===== src/rtl/core/hvn_pkg.sv =====
// ----------------------------------------------------------------------------
// Heightmap vertex normal package
// Shared constants, configuration and job types for the vertex stream.
// ----------------------------------------------------------------------------
package hvn_pkg;

   // Default grid row capacity and widest column code a job can carry.
   localparam int MAX_WIDTH_DEF = 1024;
   localparam int COL_W         = 13;

   // Depth of the job queue between front and back (a power of two).
   localparam int QUEUE_DEPTH   = 4;

   // Normal arithmetic.
   localparam int NORM_BITS     = 15;
   localparam int SUM_W         = 34;
   localparam logic signed [15:0] ONE_Q14 = 16'sd16384;

   // Configuration register indexes.
   typedef enum logic [1:0] {
      CSR_GRID_WIDTH     = 2'd0,
      CSR_GRID_HEIGHT    = 2'd1,
      CSR_VERTEX_SPACING = 2'd2
   } csr_index_type;

   // Configuration register file contents.
   typedef struct packed {
      logic [10:0] grid_width;
      logic [12:0] grid_height;
      logic [15:0] vertex_spacing;
   } csr_type;

   // One classified sample, handed from front to back.
   typedef struct packed {
      logic [COL_W-1:0]    col;
      logic [11:0]         row;
      logic signed [15:0]  self_h;
      logic signed [15:0]  cur_h;
      logic signed [16:0]  dx;
      logic signed [16:0]  dz;
      logic                interior;
      logic                emit_above;
      logic                emit_cur;
      logic                is_last;
   } job_type;

endpackage


===== src/rtl/core/hvn_queue.sv =====
// ----------------------------------------------------------------------------
// Heightmap vertex normal job queue
// Short FIFO of classified jobs between front and back.
// ----------------------------------------------------------------------------
module hvn_queue import hvn_pkg::*; (
   input  logic    clock,
   input  logic    reset,
   input  logic    push,
   input  job_type job_in,
   output logic    full,
   input  logic    pop,
   output job_type job_out,
   output logic    empty
);

   localparam int PW = $clog2(QUEUE_DEPTH);

   job_type       slot_ff [QUEUE_DEPTH];
   logic [PW-1:0] wr_ptr_ff;
   logic [PW-1:0] rd_ptr_ff;
   logic [PW:0]   count_ff;
   logic          do_push;
   logic          do_pop;

   assign full    = (count_ff == (PW+1)'(QUEUE_DEPTH));
   assign empty   = (count_ff == '0);
   assign do_push = push && !full;
   assign do_pop  = pop && !empty;
   assign job_out = slot_ff[rd_ptr_ff];

   // Pointers and fill count.
   always_ff @(posedge clock) begin
      if (reset) begin
         wr_ptr_ff <= '0;
         rd_ptr_ff <= '0;
         count_ff  <= '0;
      end else begin
         if (do_push) begin
            wr_ptr_ff <= wr_ptr_ff + PW'(1);
         end
         if (do_pop) begin
            rd_ptr_ff <= rd_ptr_ff + PW'(1);
         end
         if (do_push && !do_pop) begin
            count_ff <= count_ff + (PW+1)'(1);
         end else if (do_pop && !do_push) begin
            count_ff <= count_ff - (PW+1)'(1);
         end
      end
   end

   // Storage.
   always_ff @(posedge clock) begin
      if (do_push) begin
         slot_ff[wr_ptr_ff] <= job_in;
      end
   end

endmodule


===== config.mk =====
export PLATFORM = sky130hd
export DESIGN_NAME = hvn_queue
export DESIGN_NICKNAME = d
export VERILOG_FILES = /design/src/rtl/core/hvn_pkg.sv /design/src/rtl/core/hvn_queue.sv
export SDC_FILE = /design/constraint.sdc
export NUM_CORES = 1
export LEC_CHECK = 0
export BUFFER_PORTS_ARGS = -buffer_cell sky130_fd_sc_hd__buf_2
export CORE_UTILIZATION = 51
export DETAILED_ROUTE_END_ITERATION = 8
export GPL_ROUTABILITY_DRIVEN = 0
export GPL_TIMING_DRIVEN = 1
export PLACE_DENSITY = 0.75
export SLEW_MARGIN = 25
export SYNTH_ARGS = -nofsm -noshare
export SYNTH_HDL_FRONTEND = slang
export SYNTH_SLANG_ARGS = --single-unit

===== constraint.sdc =====
create_clock -name clock -period 3.9 [get_ports clock]
set_input_delay 0.78 -clock clock [delete_from_list [all_inputs] [get_ports clock]]
set_output_delay 0.78 -clock clock [all_outputs]
set_load 0.01 [all_outputs]

==> results of run 1 <==
==> state kept, by name (all words and copies together) (netlist names), named ones only <==
name,count
count_ff,3
rd_ptr_ff,2
slot_ff,380
wr_ptr_ff,2
==> final timing paths <==
path         slack [ns]             end    startpoint  cells after the start
max                0.76     job_out[26]     flip-flop                      3
min                0.48  slot_ff[0][14]    job_in[14]                      1
max reg2reg        1.48     count_ff[2]   count_ff[0]                      8
min reg2reg        0.52    rd_ptr_ff[1]  rd_ptr_ff[1]                      2
==> cell families after synthesis <==
group | Yosys count
buffers and inverters | 27
XOR/XNOR | 4
adder cells (fa/ha/maj) | 6
flip-flops | 389
AND/OR/NAND/NOR | 16
AO/OA/AOI/OAI | 6
multiplexers | 97
==> stage by stage <==
| stage | setup WS, ns | area [um^2] |
|---|---|---|
| 4_1_cts | 0.674 | 16900 |
| 2_1_floorplan | 0.117 | 14200 |
| 6_report | 0.764 | 16900 |
| 3_3_place_gp | 1.24 | 15700 |
| 3_5_place_dp | 1.11 | 15700 |
| 5_1_grt | 0.581 | 16900 |
==> power by group <==
| group | switching, W | internal [W] | leakage [nW] | total [W] |
|---|---|---|---|---|
| clock network | 0.00145 | 0.00211 | 0.584 | 0.00355 |
| logic | 0.00118 | 0.00120 | 1.51 | 0.00238 |
| registers | 0.000216 | 0.00503 | 3.56 | 0.00524 |
| total | 0.00284 | 0.00833 | 5.65 | 0.0112 |
==> placed cells by master (no fill, tap or decap), drive strengths merged <==
cell type and instances:
dfxtp 9, edfxtp 380, fa 1, nand2b 2, bufinv 3, nor3 1, o21ai 2, nor2 6
inv 4, xor2 4, clkinvlp 4, clkinv 12, a21oi 2, mux2i 2, clkbuf 47, ha 5
buf 209, diode 3, or3 2, o31ai 1, and2 4, nor3b 1, mux4 95, o311ai 1
==> worst max-delay path, cell delays in order, from the launching register on <==
cell,delay (ns)
dfxtp_4,0.69
buf_12,0.38
mux4_2,0.59
buf_2,0.16
==> final cells by class <==
class | count | area share
well taps | 372 | 0.0275
inverters | 4 | 0.000887
clock inverters | 19 | 0.0103
multi-input cells | 129 | 0.142
flip-flops and latches | 389 | 0.685
diodes | 3 | 0.000444
clock buffers | 47 | 0.0620
repair buffers | 209 | 0.0713
==> metal layers <==
| metal | share of wire | vias up | wire [um] |
|---|---|---|---|
| met4 | 0.023 | 4 | 605 |
| met1 | 0.42 | 3401 | 10900 |
| met2 | 0.48 | 267 | 12400 |
| met5 | 0.00089 | - | 23 |
| li1 | - | 2791 | - |
| met3 | 0.075 | 54 | 1950 |
==> results.md, run 1 <==
* Area delta synth->final at 19.1%
* Synth Area in Compound Gates at 0.00255
* GR Util met2 at 0.293
* Residual DRC at 0
* Clock tree sinks at 389
* IO Pins at roughly 200
* CP Launch Type: flip-flop
* Met3 Use GR at 0.0456
* Async set-or-reset flop fraction in the synthesized netlist at 0
* Area share of the largest cell type after synthesis at 0.803
* RSZ-0062 raised after global routing: false
* Tcrit/Tclk final at 0.804
* Ys Warns at 0
* Post-Syn Instances at around 550
* Vias per inst at between 5 and 6
* Initial antenna violation count at 4
* Slew headroom at 0.424
* Initial DRC count at 526
* DP HPWL at 15700 um
* Cts repair resizes at 0
* Total number of H-tree levels at 2
* XOR/XNOR Fraction of Synth Area at 0.00247
* Max Freq at roughly 0.32 GHz
* Worst Clk Skew at ~0.010 ns
* #FFs+latches synth at a little under 400
* Core box area at between 20000 and 30000 um^2
* Die W at around 170 um
* Tmin final at between 3 and 4 ns
* Hold WC Path Type: in -> reg
* Crit path kind: reg -> out
* Post-synthesis mux area share at 0.152
* Via count at between 6k and 7k
* Critical Path AT at between 2 and 2.5 ns
* Share of layout cells above drive strength 1 at 0.454
* Most used DFF post-synth: edfxtp_1
* Lkg Pwr at around 5.7 nW
* Setup TNS at 0 ns
* Number of distinct library cells after synthesis at 22
* Final std cells w/o fill at 1172
* IR drop worst, VDD at ~0.45 mV
* CTS Buffer Depth at 3
* Port Buffers at approximately 200
* Root buf cell: clkbuf_16
* Clock slew seen by the registers of the worst setup and hold paths at 0.06 ns
* Count leader, synth: edfxtp_1
* Routed wire per std cell at approximately 22 um
* CP Max Fanout at 40
* Most used routing layer in global routing: met2
* Worst hold slack at about 0.48 ns
* Routed WL at 25900 um
* Num rows at 60
* Post-Syn Nets at 650
* Power Total at around 0.011 W
* Final Hold Fails at 0
* Syn Area/Cell at around 26 um^2
* Die height at about 170 um
* Max-cap viol count at 0
* Worst EP required at about 3.1 ns
* Largest net degree at the start of global routing at 53
* Post-CTS setup buffers at 0
* Global Route Usage Sum at 0.184
* # setup viols final at 0
* Actual slew at the worst max-slew pin at 0.863 ns
* Sequential element share of the synthesized area at 0.816
* Synth area leaders: edfxtp_1, mux4_2, dfxtp_1, buf_12, ha_1
* Num CTS Buffers at 39
* CTS tree: yes
* DP Cell Count at approximately 1.1k
* Most frequent cells after synthesis: edfxtp_1, mux4_2, buf_2, dfxtp_1
* Post-synthesis adder-cell area fraction at 0.00581
* Status: complete, no violations
* Initial core utilization at 0.523
* Clock insertion delay at the later pin of the skew report at between 0.5 and 0.6 ns
* Storage element area at ~12000 um^2
* GR Overflow Total at 0
* Fin. max-slew vios at 0
* Post-synth EDFFs at 380
* Largest family of logic cells by synthesized area: multiplexers
* Synth Area in Simple Gates at 0.00599
* TritonRoute pass-1 iters at 5
* Vias in the first global route at 6859
* CTS Hold Bufs at 0
* Multi-input gate area at around 2400 um^2
* Syn Std Cell Area at between 10000 and 15000 um^2
* # nets final at roughly 880
* # fillers at 1883
* Grt met1 use at 0.255
* Remaining antenna violation count at 0
* Die ar. at approximately 29000 um^2
* Post-layout util at 0.623
* Yosys top cell by area: edfxtp_1
* First-pass GRT wire length at between 30000 and 40000 um
* Pwr dens at between 600 and 700 nW/um^2
* CP Capture Type: primary output
(Power assumes the default switching activity.)
==> run 2, diff against run 1 <==
- ABC_AREA: unset -> 1
- CORE_UTILIZATION: 51 -> 57
- PLACE_DENSITY: 0.75 -> 0.79
- clock period: 3.9 -> 3.15 ns (I/O delays scaled with it)
==> results.md, run 2 <==
* Post-synth EDFFs at 380 (unchanged)
* Met3 Use GR at 0.0656 (was 0.0456)
* Post-CTS setup buffers at 0 (unchanged)
* Largest net degree at the start of global routing at 96 (was 53)
* Final Hold Fails at 0 (unchanged)
* Max Freq at around 0.33 GHz
* Tcrit/Tclk final at 0.950
* Vias in the first global route at 8618 (was 6859)
* Remaining antenna violation count at 0 (unchanged)
* Ys Warns at 0 (unchanged)
* Status: complete, no violations (unchanged)
* Crit path kind: reg -> out (unchanged)
* Biggest regs: slot_ff: 380 flops, count_ff: 3 flops (unchanged)
* Max-cap viol count at 0 (unchanged)
* Synth area leaders: edfxtp_1, o21ai_0, nor2_1, o22ai_1, dfxtp_1 (was edfxtp_1, mux4_2, dfxtp_1, buf_12, ha_1)
* Syn Std Cell Area at 14600 um^2 (was 14200 um^2)
* Die ar. at 26200 um^2 (was 28500 um^2)
* RSZ-0062 raised after global routing: false (unchanged)
* CP Capture Type: primary output (unchanged)
* Core box area at 25100 um^2 (was 27200 um^2)
* Post-route design area at 17100 um^2 (was 16900 um^2)
* Setup TNS at 0 ns (unchanged)
* Critical Path AT at 2.36 ns (about the same)
* Cts repair resizes at 0 (unchanged)
* Vias per inst at 5.70 (was 5.56)
* Lkg Pwr at 6.02 nW (was 5.65 nW)
* Hold WC Path Type: in -> reg (unchanged)
* Fin. max-slew vios at 0 (unchanged)
* Total number of H-tree levels at 2 (unchanged)
* Most used DFF post-synth: edfxtp_1 (unchanged)
* Final std cells w/o fill at 1544 (was 1172)
* Post-Syn Instances at 988 (was 545)
* Hold Startpoint: job_in[12] (was job_in[14])
* Die height at 162 um (was 169 um)
* GR Util met2 at 0.372 (was 0.293)
* Post-synthesis mux area share at 0 (was 0.152)
* Worst r2r src: count_ff[1] (was count_ff[0])
* Routed wire per std cell at 19.0 um (was 22.1 um)
* DP HPWL at 16500 um (was 15700 um)
* Initial core utilization at 0.580 (was 0.523)
* CTS Hold Bufs at 0 (unchanged)
* Commonest non-fill, non-tap cell in the layout: edfxtp_1 (unchanged)
* CTS tree: yes (unchanged)
* Die W at 162 um (was 169 um)
* Root buf cell: clkbuf_16 (unchanged)
* # nets final at 1286 (was 877)
* Commonest cells after routing, fill and taps aside: edfxtp_1, nor2_1, buf_2 (was edfxtp_1, buf_2, mux4_2)
* Top reg by flops: slot_ff (unchanged)
* # setup viols final at 0 (unchanged)
* Port Buffers at 195 (unchanged)
* Worst EP required at 2.52 ns (was 3.12 ns)
* Synth Area in Simple Gates at 0.0584 (was 0.00599)
* Max reg flops at 380 (unchanged)
* Dpl cell area at 15900 um^2 (was 15700 um^2)
* XOR/XNOR Fraction of Synth Area at 0.000602 (was 0.00247)
* CP Max Fanout at 95 (was 40)
* Number of distinct library cells after synthesis at 22 (unchanged)
* Post-layout util at 0.682 (was 0.623)
* Worst Clk Skew at 0.0141 ns (was 0.00999 ns)
* Syn Area/Cell at 14.7 um^2 (was 26.1 um^2)
* CP Launch Type: flip-flop (unchanged)
* Num rows at 58 (was 60)
* Largest family of logic cells by synthesized area: compound AO/OA/AOI/OAI gates (was multiplexers)
* Pwr dens at 824 nW/um^2 (was 660 nW/um^2)
* CTS Buffer Depth at 3 (unchanged)
* Via count at 8799 (was 6517)
* Global Route Usage Sum at 0.223 (was 0.184)
* Post-Syn Nets at 1093 (was 650)
* Routed WL at 29300 um (was 25900 um)
* Yosys top cell by area: edfxtp_1 (unchanged)
* Share of layout cells above drive strength 1 at 0.226 (was 0.454)
* Post-synthesis adder-cell area fraction at 0.00567 (was 0.00581)
* DP Cell Count at 1471 (was 1103)
* Initial antenna violation count at 6 (was 4)
* Slew headroom at 0.321 (was 0.424)
* Grt met1 use at 0.278 (was 0.255)
* GR Overflow Total at 0 (unchanged)
* Count leader, synth: edfxtp_1 (unchanged)
* Tmin final at ~3 ns
* First-pass GRT wire length at 44800 um (was 39200 um)
* Most used routing layer in global routing: met2 (unchanged)
* Area share of the largest cell type after synthesis at 0.784 (was 0.803)
* IR drop worst, VDD at 0.588 mV (was 0.452 mV)
* IO Pins at 196 (unchanged)
* Area delta synth->final at 17.6% (was 19.1%)
* Synth Area in Compound Gates at 0.108 (was 0.00255)
* Num CTS Buffers at 38 (was 39)
* Clock slew seen by the registers of the worst setup and hold paths at 0.06 ns (about the same)
* Async set-or-reset flop fraction in the synthesized netlist at 0 (unchanged)
* Actual slew at the worst max-slew pin at 1.02 ns (was 0.863 ns)
* Initial DRC count at 684 (was 526)
* TritonRoute pass-1 iters at 7 (was 5)
* Residual DRC at 0 (unchanged)
* Clock tree sinks at 389 (unchanged)
* Power Total at 0.0141 W (was 0.0112 W)
* Clock insertion delay at the later pin of the skew report at 0.52 ns (was 0.51 ns)
* Sequential element share of the synthesized area at 0.796 (was 0.816)
* Most frequent cells after synthesis: edfxtp_1, nor2_1, o21ai_0, o22ai_1, buf_2 (was edfxtp_1, mux4_2, buf_2, dfxtp_1)
* #FFs+latches synth at 389 (unchanged)
-- run 2: changes by cell type after synthesis, moves of 12 or more --
cell	before	now
o21ai_0	2	177
nand2_1	0	15
clkbuf_1	5	18
o21ai_1	0	14
nor2_1	6	204
mux4_2	95	0
buf_6	1	13
inv_1	4	16
o22ai_1	0	95
-- run 2: per-stage QoR --
| stage | hold slack (ns) | setup slack [ns] |
|---|---|---|
| 6_report | 0.321 | 0.156 |
| 5_1_grt | 0.305 | 0.0778 |
| 4_1_cts | 0.301 | 0.173 |
| 3_5_place_dp | 0.501 | 0.734 |
| 3_3_place_gp | 0.489 | 0.788 |
| 2_1_floorplan | 0.459 | -0.541 |
-- run 2: logic make-up after synthesis --
logic type	after synthesis
AO/OA/AOI/OAI	289
XOR/XNOR	1
adder cells (fa/ha/maj)	6
buffers and inverters	79
flip-flops	389
AND/OR/NAND/NOR	224
-- run 2: metal layers --
metal  share of wire  vias to the layer above
met1            0.41                     4326
met2            0.48                      301
met4           0.026                        2
met5         0.00044                        -
li1                -                     4101
met3           0.084                       69
-- run 2: path summary, 6_finish.rpt --
kind                     to  slack, ns  cells after the start
max             job_out[11]       0.16                      4
min          slot_ff[0][12]       0.32                      1
max reg2reg     count_ff[1]       0.99                      9
min reg2reg    rd_ptr_ff[0]       0.51                      2
-- run 2: final cells by class --
| cell class | instances | area [um^2] |
|---|---|---|
| inverter | 18 | 72.6 |
| multi-input combinational | 520 | 2540 |
| tap | 330 | 413 |
| sequential | 389 | 11600 |
| clock buffer | 48 | 1010 |
| timing repair buffer | 214 | 1260 |
| antenna | 5 | 12.5 |
| fill | 1723 | 7990 |
| clock inverter | 20 | 221 |
-- run 2: power breakdown --
group | internal, W | leakage [nW] | switching (W)
clock | 0.00268 | 0.599 | 0.00177
combinational | 0.00106 | 1.87 | 0.00217
sequential | 0.00629 | 3.56 | 0.000139
-- run 2: critical path: stages (launching register included) --
cell and delay, ns:
dfxtp_2 0.33, buf_4 0.76, o21ai_0 0.22, o22ai_1 0.31, buf_2 0.20
